File: src/rtl/core/layer_window_blend_compositor_unit_defines.svh
// assertion macros for the layer window blend compositor
// no dependencies; included by the top level only
`ifndef LAYER_WINDOW_BLEND_COMPOSITOR_UNIT_DEFINES_SVH
`define LAYER_WINDOW_BLEND_COMPOSITOR_UNIT_DEFINES_SVH

// same-cycle implication under async active-low reset
`define LWBC_ASSERT_NOW(lbl, clk, rst_n, ante, cons, msg) \
	lbl: assert property (@(posedge clk) disable iff (!rst_n) (ante) |-> (cons)) \
		else $error(msg);

// next-cycle implication under async active-low reset
`define LWBC_ASSERT_NEXT(lbl, clk, rst_n, ante, cons, msg) \
	lbl: assert property (@(posedge clk) disable iff (!rst_n) (ante) |=> (cons)) \
		else $error(msg);

`endif

File: src/rtl/core/lwbc_pkg.sv
// shared types, codes and helper functions for the layer window blend compositor
// no dependencies
package lwbc_pkg;

	localparam int unsigned LINE_WIDTH = 240;
	localparam int unsigned XCMP_W = 11;

	typedef logic [2:0] layer_t;
	typedef logic [1:0] mode_t;
	typedef logic [2:0] reg_idx_t;

	localparam layer_t L_NONE = 3'd0;
	localparam layer_t L_BD   = 3'd1;
	localparam layer_t L_BG0  = 3'd2;
	localparam layer_t L_OBJ  = 3'd6;

	localparam mode_t MODE_PLAIN  = 2'd0;
	localparam mode_t MODE_ALPHA  = 2'd1;
	localparam mode_t MODE_BRIGHT = 2'd2;
	localparam mode_t MODE_DARK   = 2'd3;

	localparam reg_idx_t REG_WIN_EN    = 3'd0;
	localparam reg_idx_t REG_WIN0      = 3'd1;
	localparam reg_idx_t REG_WIN1      = 3'd2;
	localparam reg_idx_t REG_WIN_MASKS = 3'd3;
	localparam reg_idx_t REG_BLD_CTRL  = 3'd4;
	localparam reg_idx_t REG_BLD_WT    = 3'd5;
	localparam reg_idx_t REG_BG_PRIO   = 3'd6;
	localparam reg_idx_t REG_BACKDROP  = 3'd7;

	localparam int unsigned MASK_OBJ_BIT = 4;
	localparam int unsigned MASK_FX_BIT  = 5;

	// 5-bit channel to 8-bit
	function automatic logic [7:0] expand5(input logic [4:0] c);
		logic [14:0] p;
		p = 15'(c) * 15'd527 + 15'd23;
		return p[13:6];
	endfunction

	// first candidate in priority-then-index order; {found, index}
	function automatic logic [2:0] pick_first(input logic [3:0] cand, input logic [7:0] prio);
		logic [3:0] win;
		logic [1:0] pb;
		logic [1:0] pc;
		logic [2:0] r;
		win = '0;
		r = '0;
		for (int b = 0; b < 4; b++) begin
			win[b] = cand[b];
			pb = prio[2*b +: 2];
			for (int c = 0; c < 4; c++) begin
				pc = prio[2*c +: 2];
				if (c != b && cand[c] && (pc < pb || (pc == pb && c < b))) begin
					win[b] = 1'b0;
				end
			end
		end
		for (int b = 0; b < 4; b++) begin
			if (win[b]) begin
				r = {1'b1, 2'(b)};
			end
		end
		return r;
	endfunction

endpackage

File: src/rtl/core/layer_window_blend_compositor_unit.sv
// layer window blend compositor: window select, priority order and blend/fade per pixel
// depends on lwbc_pkg and layer_window_blend_compositor_unit_defines.svh
//
// channel  | handshake               | payload
// ---------+-------------------------+----------------------------------------------
// pixel in | start, busy             | pix_x, pix_y, bg0..bg3_pixel, obj_pixel
// result   | done (one-cycle strobe) | final_color
// config   | cfg_valid, cfg_ready    | cfg_index, cfg_data
//
// one pixel per clock; busy is never raised
// pipeline: input register, then blend/fade multiplies into the result register
// arst_n clears the configuration registers and the stage valids
// the result side cannot stall; done marks each result for one cycle
`include "layer_window_blend_compositor_unit_defines.svh"

module layer_window_blend_compositor_unit #(
	parameter int unsigned LINE_WIDTH = lwbc_pkg::LINE_WIDTH
) (
	input  logic        clk,
	input  logic        arst_n,
	input  logic        start,
	output logic        busy,
	input  logic [7:0]  pix_x,
	input  logic [7:0]  pix_y,
	input  logic [24:0] bg0_pixel,
	input  logic [24:0] bg1_pixel,
	input  logic [24:0] bg2_pixel,
	input  logic [24:0] bg3_pixel,
	input  logic [31:0] obj_pixel,
	output logic        done,
	output logic [23:0] final_color,
	input  logic        cfg_valid,
	output logic        cfg_ready,
	input  logic [2:0]  cfg_index,
	input  logic [31:0] cfg_data
);

	logic [2:0]  window_enables_q;
	logic [31:0] win0_bounds_q;
	logic [31:0] win1_bounds_q;
	logic [31:0] window_layer_masks_q;
	logic [15:0] blend_control_q;
	logic [14:0] blend_weights_q;
	logic [7:0]  bg_priorities_q;
	logic [14:0] backdrop_color_q;

	logic        valid_s1;
	logic [7:0]  pix_x_s1;
	logic [7:0]  pix_y_s1;
	logic [24:0] bg_s1 [4];
	logic [31:0] obj_s1;

	logic        valid_s2;
	logic [23:0] color_s2;

	logic [7:0]  attr;
	logic [1:0]  objprio;
	logic [3:0]  opq;
	logic        win0_hit;
	logic        win1_hit;
	logic        beyond_line;
	logic [7:0]  mask;
	lwbc_pkg::mode_t mode;
	logic [23:0] bd_rgb;
	logic [4:0]  eva;
	logic [4:0]  evb;
	logic [4:0]  fade;
	logic [2:0]  plain_pick;
	logic [2:0]  top_pick;
	logic [2:0]  bot_pick;
	logic [2:0]  fade_pick;
	logic [3:0]  top_onehot;
	lwbc_pkg::layer_t plain_layer;
	lwbc_pkg::layer_t upper_tgt;
	lwbc_pkg::layer_t lower_tgt;
	lwbc_pkg::layer_t fade_layer;
	logic [1:0]  tp_bg;
	logic [1:0]  bp_bg;
	logic [2:0]  tp;
	logic [2:0]  bp;
	logic [7:0]  obj_key;
	logic [23:0] top_rgb;
	logic [23:0] bot_rgb;
	logic [23:0] fade_rgb;
	logic [23:0] alpha_rgb;
	logic [23:0] bright_rgb;
	logic [23:0] dark_rgb;
	logic [23:0] result;

	assign busy      = 1'b0;
	assign cfg_ready = 1'b1;
	assign done        = valid_s2;
	assign final_color = color_s2;

	always_ff @(posedge clk or negedge arst_n) begin
		if (!arst_n) begin
			window_enables_q     <= '0;
			win0_bounds_q        <= '0;
			win1_bounds_q        <= '0;
			window_layer_masks_q <= '0;
			blend_control_q      <= '0;
			blend_weights_q      <= '0;
			bg_priorities_q      <= '0;
			backdrop_color_q     <= '0;
		end else if (cfg_valid && cfg_ready) begin
			unique case (cfg_index)
				lwbc_pkg::REG_WIN_EN:    window_enables_q     <= cfg_data[2:0];
				lwbc_pkg::REG_WIN0:      win0_bounds_q        <= cfg_data;
				lwbc_pkg::REG_WIN1:      win1_bounds_q        <= cfg_data;
				lwbc_pkg::REG_WIN_MASKS: window_layer_masks_q <= cfg_data;
				lwbc_pkg::REG_BLD_CTRL:  blend_control_q      <= cfg_data[15:0];
				lwbc_pkg::REG_BLD_WT:    blend_weights_q      <= cfg_data[14:0];
				lwbc_pkg::REG_BG_PRIO:   bg_priorities_q      <= cfg_data[7:0];
				lwbc_pkg::REG_BACKDROP:  backdrop_color_q     <= cfg_data[14:0];
				default: ;
			endcase
		end
	end

	always_ff @(posedge clk or negedge arst_n) begin
		if (!arst_n) begin
			valid_s1 <= 1'b0;
			valid_s2 <= 1'b0;
		end else begin
			valid_s1 <= start && !busy;
			valid_s2 <= valid_s1;
		end
	end

	always_ff @(posedge clk) begin
		if (start && !busy) begin
			pix_x_s1 <= pix_x;
			pix_y_s1 <= pix_y;
			bg_s1[0] <= bg0_pixel;
			bg_s1[1] <= bg1_pixel;
			bg_s1[2] <= bg2_pixel;
			bg_s1[3] <= bg3_pixel;
			obj_s1   <= obj_pixel;
		end
		if (valid_s1) begin
			color_s2 <= result;
		end
	end

	function automatic logic [23:0] layer_color(input lwbc_pkg::layer_t code,
		input logic [23:0] bd, input logic [31:0] obj, input logic [24:0] b0,
		input logic [24:0] b1, input logic [24:0] b2, input logic [24:0] b3);
		logic [23:0] c;
		unique case (code)
			lwbc_pkg::L_BD:      c = bd;
			lwbc_pkg::L_BG0:     c = b0[23:0];
			lwbc_pkg::L_BG0 + 1: c = b1[23:0];
			lwbc_pkg::L_BG0 + 2: c = b2[23:0];
			lwbc_pkg::L_BG0 + 3: c = b3[23:0];
			lwbc_pkg::L_OBJ:     c = obj[23:0];
			default:             c = '0;
		endcase
		return c;
	endfunction

	// window, order and target selection
	always_comb begin
		attr    = obj_s1[31:24];
		objprio = attr[2:1];
		for (int b = 0; b < 4; b++) begin
			opq[b] = bg_s1[b][24];
		end
		eva  = blend_weights_q[4:0];
		evb  = blend_weights_q[9:5];
		fade = blend_weights_q[14:10];
		bd_rgb = {lwbc_pkg::expand5(backdrop_color_q[14:10]),
			lwbc_pkg::expand5(backdrop_color_q[9:5]),
			lwbc_pkg::expand5(backdrop_color_q[4:0])};
		beyond_line = {3'b000, pix_x_s1} >=
			lwbc_pkg::XCMP_W'(LINE_WIDTH);

		win0_hit = pix_x_s1 >= win0_bounds_q[31:24] && pix_x_s1 < win0_bounds_q[23:16] &&
			pix_y_s1 >= win0_bounds_q[15:8] && pix_y_s1 < win0_bounds_q[7:0];
		win1_hit = pix_x_s1 >= win1_bounds_q[31:24] && pix_x_s1 < win1_bounds_q[23:16] &&
			pix_y_s1 >= win1_bounds_q[15:8] && pix_y_s1 < win1_bounds_q[7:0];

		if (window_enables_q == 3'b000) begin
			mask = 8'hFF;
		end else if (window_enables_q[0] && win0_hit) begin
			mask = window_layer_masks_q[7:0];
		end else if (window_enables_q[1] && win1_hit) begin
			mask = window_layer_masks_q[15:8];
		end else if (window_enables_q[2] && attr[6]) begin
			mask = window_layer_masks_q[31:24];
		end else begin
			mask = window_layer_masks_q[23:16];
		end

		mode = blend_control_q[7:6];
		if (!mask[lwbc_pkg::MASK_FX_BIT]) begin
			mode = lwbc_pkg::MODE_PLAIN;
		end
		if (attr[0]) begin
			mode = lwbc_pkg::MODE_ALPHA;
		end

		// plain priority select
		plain_pick = lwbc_pkg::pick_first(mask[3:0] & opq, bg_priorities_q);
		plain_layer = plain_pick[2] ? lwbc_pkg::L_BG0 + {1'b0, plain_pick[1:0]} :
			lwbc_pkg::L_BD;
		if (mask[lwbc_pkg::MASK_OBJ_BIT] && attr[7]) begin
			plain_layer = lwbc_pkg::L_OBJ;
		end

		// alpha targets
		top_pick = lwbc_pkg::pick_first(mask[3:0] & opq & blend_control_q[3:0],
			bg_priorities_q);
		top_onehot = top_pick[2] ? 4'(4'b0001 << top_pick[1:0]) : 4'b0000;
		bot_pick = lwbc_pkg::pick_first(mask[3:0] & opq & blend_control_q[11:8] & ~top_onehot,
			bg_priorities_q);
		upper_tgt = top_pick[2] ? lwbc_pkg::L_BG0 + {1'b0, top_pick[1:0]} :
			(blend_control_q[5] ? lwbc_pkg::L_BD : lwbc_pkg::L_NONE);
		lower_tgt = bot_pick[2] ? lwbc_pkg::L_BG0 + {1'b0, bot_pick[1:0]} :
			(blend_control_q[13] ? lwbc_pkg::L_BD : lwbc_pkg::L_NONE);
		tp_bg = bg_priorities_q[2*top_pick[1:0] +: 2];
		bp_bg = bg_priorities_q[2*bot_pick[1:0] +: 2];
		tp = top_pick[2] ? {1'b0, tp_bg} : 3'd4;
		bp = bot_pick[2] ? {1'b0, bp_bg} : 3'd4;
		obj_key = attr & 8'h81;
		if (mask[lwbc_pkg::MASK_OBJ_BIT]) begin
			if (obj_key == 8'h81 || (blend_control_q[4] && obj_key == 8'h80 &&
				{1'b0, objprio} <= tp)) begin
				lower_tgt = upper_tgt;
				upper_tgt = lwbc_pkg::L_OBJ;
			end else if (blend_control_q[12] && obj_key == 8'h80 &&
				{1'b0, objprio} <= bp) begin
				lower_tgt = lwbc_pkg::L_OBJ;
			end
		end

		// fade target
		fade_pick = lwbc_pkg::pick_first(mask[3:0] & opq & blend_control_q[11:8],
			bg_priorities_q);
		fade_layer = fade_pick[2] ? lwbc_pkg::L_BG0 + {1'b0, fade_pick[1:0]} :
			lwbc_pkg::L_NONE;
		if (mask[lwbc_pkg::MASK_OBJ_BIT] && blend_control_q[4] && attr[7]) begin
			fade_layer = lwbc_pkg::L_OBJ;
		end
	end

	// per-channel arithmetic and final select
	always_comb begin
		logic [7:0]  ct;
		logic [7:0]  cb;
		logic [7:0]  d;
		logic [13:0] asum;
		logic [12:0] pf;
		logic [12:0] pd;
		logic [9:0]  bsum;
		top_rgb  = layer_color(upper_tgt, bd_rgb, obj_s1, bg_s1[0], bg_s1[1], bg_s1[2],
			bg_s1[3]);
		bot_rgb  = layer_color(lower_tgt, bd_rgb, obj_s1, bg_s1[0], bg_s1[1], bg_s1[2],
			bg_s1[3]);
		fade_rgb = layer_color(fade_layer, bd_rgb, obj_s1, bg_s1[0], bg_s1[1], bg_s1[2],
			bg_s1[3]);
		for (int i = 0; i < 3; i++) begin
			ct = top_rgb[8*i +: 8];
			cb = bot_rgb[8*i +: 8];
			asum = 14'(13'(ct) * 13'(eva)) + 14'(13'(cb) * 13'(evb));
			alpha_rgb[8*i +: 8] = (asum[13:12] != 2'b00) ? 8'hFF : asum[11:4];

			d = fade_rgb[8*i +: 8];
			pf = 13'(8'hFF - d) * 13'(fade);
			bsum = 10'(d) + 10'(pf[12:4]);
			bright_rgb[8*i +: 8] = (bsum[9:8] != 2'b00) ? 8'hFF : bsum[7:0];

			pd = 13'(d) * 13'(fade);
			dark_rgb[8*i +: 8] = (pd[12:4] > {1'b0, d}) ? 8'h00 : d - pd[11:4];
		end

		if (beyond_line) begin
			result = bd_rgb;
		end else begin
			case (mode)
				lwbc_pkg::MODE_PLAIN: begin
					result = layer_color(plain_layer, bd_rgb, obj_s1, bg_s1[0], bg_s1[1],
						bg_s1[2], bg_s1[3]);
				end
				lwbc_pkg::MODE_ALPHA: begin
					if (upper_tgt != lwbc_pkg::L_NONE && lower_tgt != lwbc_pkg::L_NONE) begin
						result = alpha_rgb;
					end else if (upper_tgt != lwbc_pkg::L_NONE) begin
						result = top_rgb;
					end else if (lower_tgt != lwbc_pkg::L_NONE) begin
						result = bot_rgb;
					end else begin
						result = bd_rgb;
					end
				end
				lwbc_pkg::MODE_BRIGHT: begin
					result = (fade_layer == lwbc_pkg::L_NONE) ? 24'hFFFFFF : bright_rgb;
				end
				default: begin
					result = (fade_layer == lwbc_pkg::L_NONE) ? 24'h000000 : dark_rgb;
				end
			endcase
		end
	end

	`LWBC_ASSERT_NEXT(a_result_follows, clk, arst_n, valid_s1, done,
		"registered pixel produced no result")
	`LWBC_ASSERT_NEXT(a_no_stray_result, clk, arst_n, !valid_s1, !done,
		"result without a registered pixel")
	`LWBC_ASSERT_NEXT(a_beyond_line_backdrop, clk, arst_n, valid_s1 && beyond_line,
		final_color == $past(bd_rgb), "pixel past line end not backdrop")
	`LWBC_ASSERT_NOW(a_never_busy, clk, arst_n, start, !busy,
		"pixel beat refused while busy")

endmodule
File: config.mk
export PLATFORM = sky130hd
export DESIGN_NAME = layer_window_blend_compositor_unit
export DESIGN_NICKNAME = d
export VERILOG_FILES = /design/src/rtl/core/lwbc_pkg.sv /design/src/rtl/core/layer_window_blend_compositor_unit.sv
export VERILOG_INCLUDE_DIRS = /design/src /design/src/rtl/core
export SDC_FILE = /design/constraint.sdc
export NUM_CORES = 2
export LEC_CHECK = 0
export BUFFER_PORTS_ARGS = -buffer_cell sky130_fd_sc_hd__buf_2
export CAP_MARGIN = 40
export CORE_MARGIN = 2
export CORE_UTILIZATION = 58
export DETAILED_ROUTE_END_ITERATION = 12
export PLACE_DENSITY = 0.77
export SETUP_SLACK_MARGIN = 0.5
export SLEW_MARGIN = 20
export SYNTH_ARGS = -nofsm -noshare
export SYNTH_HDL_FRONTEND = slang
export SYNTH_SLANG_ARGS = --single-unit
File: constraint.sdc
create_clock -name clk -period 11.25 [get_ports clk]
set_input_delay 2.25 -clock clk [delete_from_list [all_inputs] [get_ports clk]]
set_output_delay 2.25 -clock clk [all_outputs]
set_load 0.1 [all_outputs]
==> summary.md <==
| Metric | Value |
|---|---|
| Post-synthesis compound-gate area fraction | 0.165 |
| R2R setup slack | between 0.2 and 0.25 ns |
| Clock-pin slew on the worst setup and hold paths | approximately 0.060 ns |
| TritonCTS clock tree | yes |
| Max-cap violations | 0 |
| TritonRoute pass-1 iters | 9 |
| Port bufs | 208 |
| Grt ovf | 0 |
| Die footprint | between 60000 and 70000 µm² |
| Row count | 92 |
| Top-count cell post-synth | inv_1 |
| Antenna violations before repair | 5 |
| Initial DRC count | approximately 4000 |
| Detailed placer's ending HPWL | 94.3 mm |
| Htree depth | 2 |
| Antenna cell count | 0 |
| XOR/XNOR Fraction of Synth Area | 0.0308 |
| Final Slew Violations | 0 |
| All-Layer GR Usage | 0.367 |
| Setup violations, final | 0 |
| Cells after Synth | 3993 |
| Clock Path Buffers | 3 |
| Seq/Total Area, Yosys | 0.237 |
| Most Frequent Cell on Critical Path | fa_1 |
| Distinct cells, synth | between 100 and 150 |
| Async SR Flop Fraction | 0.462 |
| Syn Area/Cell | approximately 9.2 µm² |
| Clk sinks | 314 |
| First-pass GRT wire length | 185 mm |
| RSZ-0062 raised after global routing | yes |
| Drt total wl | 124 mm |
| DRC | 0 |
| Routed Antenna Nets | 0 |
| Register bit count reported by yosys | 314 |
| Area grow syn2layout | 18.6% |
| Starting Density | 0.584 |
| Synth Area in Simple Gates | 0.148 |
| Minimum clock period | 11.05 ns |
| CTS Hold Bufs | 0 |
| Worst-path fanout max | 7 |
| I/O Pins | 214 |
| CP Data Arrival Time | 11.37 ns |
| Core footprint | between 60000 and 70000 µm² |
| Share of the synthesized area in the top cell type | 0.164 |
| Post-Synth Adder-Cell Area | 0.306 |
| Fin util | 0.693 |
| CP peak stage delay | 0.56 ns |
| GPL Wtd Cong | 1.02 |
| Die X | 256 µm |
| CTS Buf Count | 38 |
| Layout cells sized above 1 | 0.211 |
| Largest net degree at the start of global routing | 81 |
| Final-report hold violation count | 0 |
| Number of synthesized flops with an enable pin | 169 |
| Period Utilization, post-route | 0.982 |
| Status | complete, no violations |
| Top cells by area, synth | fa_1, ha_1, edfxtp_1, dfrtp_1, inv_1 |
| Combinational family with the most area after synthesis | adder cells |
| Via count | 33189 |
| Commonest cells in the netlist | inv_1, ha_1, nand2_1, fa_1, nor2_1 |
| Top_reg_cell synth | edfxtp_1 |
| Min-Delay Path Class | register to register |
| Slowest CP cell | fa_1 |
| CP Class | register to register |
| Synth area leader | fa_1 |
| Vias in the first global route | 31978 |
| Syn Nets | 4898 |
| Mux contribution to synthesized area | 0.0431 |
| Root Buffer | clkbuf_16 |
| Ys Warns | 0 |
| Critical path capture point type | register |
| Wire per inst | 23.5 µm |
| Max_slew headroom | 0.386 |
| Measured slew at the worst slew-check pin | 0.914 ns |
| Nets | 5307 |
| WP data required | 11.57 ns |
| Synthesized cell area | 36700 µm² |
| Via/cell ratio | 6.29 |
| Die H | 256 µm |
| Fmax | 90.5 MHz |
| Max Clock Skew | 0.0451 ns |
| Crit start category | register |
| Clk_lat worst skew | a little over 0.6 ns |
## cell type report
class | count | area, µm²
Multi-Input combinational cell | 3008 | 26800
Fill cell | 4864 | 19300
Sequential cell | 314 | 8700
Timing Repair Buffer | 523 | 3880
Inverter | 517 | 1940
Tap cell | 846 | 1060
Clock buffer | 46 | 1000
Clock inverter | 24 | 240
## cell families after synthesis
group,count (synthesis)
AND/OR/NAND/NOR,1144
AO/OA/AOI/OAI,871
other,2
XOR/XNOR,129
buffers and inverters,671
flip-flops,314
multiplexers,144
adder cells (fa/ha/maj),718
## metal layers
layer | GRT usage | routed length [µm]
met3 | 0.0651 | 13000
met2 | 0.566 | 54600
met1 | 0.485 | 47500
met4 | 0.218 | 9150
met5 | 0 | 56
## placed cells by master (no fill, tap or decap), types with 43 or more instances in the layout
cell	instances
buf_2	208
nor2b_1	110
buf_4	254
dfrtp_1	145
fa_1	297
a221oi_1	83
a22oi_1	77
nor2_1	291
edfxtp_1	169
mux2i_1	43
inv_1	502
o21ai_0	171
xor2_1	44
nand2_1	407
a21oi_1	140
ha_1	400
mux2_2	96
and2_1	77
xnor2_1	84
nand2b_1	48
## worst max-delay path, delay by kind of cell (launching register included)
kind,cells,cell delay (ns)
AO/OA/AOI/OAI,18,3.69
adder cells (fa/ha/maj),8,3.30
buffers and inverters,10,1.32
flip-flops,1,0.45
multiplexers,1,0.20
AND/OR/NAND/NOR,8,1.75
## final timing paths
check	cells past startpoint	end	start
worst min-delay path	1	window_layer_masks_q[17]	window_layer_masks_q[17]
worst max register to register	45	final_color[14]	pix_x_s1[5]
max in group asynchronous	4	win0_bounds_q[23]	arst_n
min in group asynchronous	1	blend_weights_q[14]	arst_n
worst min register to register	1	window_layer_masks_q[17]	window_layer_masks_q[17]
worst max-delay path	45	final_color[14]	pix_x_s1[5]
## flip-flops by register name, indices dropped and copies added, names as in the netlist, 15 cells and up
| signal | flops |
|---|---|
| window_layer_masks_q | 24 |
| bg_s1 | 100 |
| win1_bounds_q | 32 |
| blend_weights_q | 15 |
| obj_s1 | 29 |
| backdrop_color_q | 15 |
| win0_bounds_q | 32 |
| final_color | 24 |
## per-stage QoR
step | cells | hold slack (ns) | worst slack (ns) | instance area, µm² | TNS (ns)
detailed placement | 5104 | 0.494 | -0.179 | 40000 | -1.20
global placement | 5097 | 0.481 | -0.150 | 39900 | -0.618
CTS | 5188 | 0.506 | 0.451 | 41600 | 0
global route | 5278 | 0.525 | -0.0526 | 43600 | -0.0540
finish | 5278 | 0.503 | 0.201 | 43600 | 0
floorplan | 3993 | 0.470 | 0.501 | 36800 | 0
## timing repair
action / CTS / global route
endpoints found under the setup margin: 24 / 24
pin swaps: 15 / 107
gates cloned: 0 / 2
buffers inserted: 14 / 78
resized for setup: 49 / 234
Power is not shown: default switching activity piles up to over one toggle a cycle in this logic, so the estimate is an artifact.
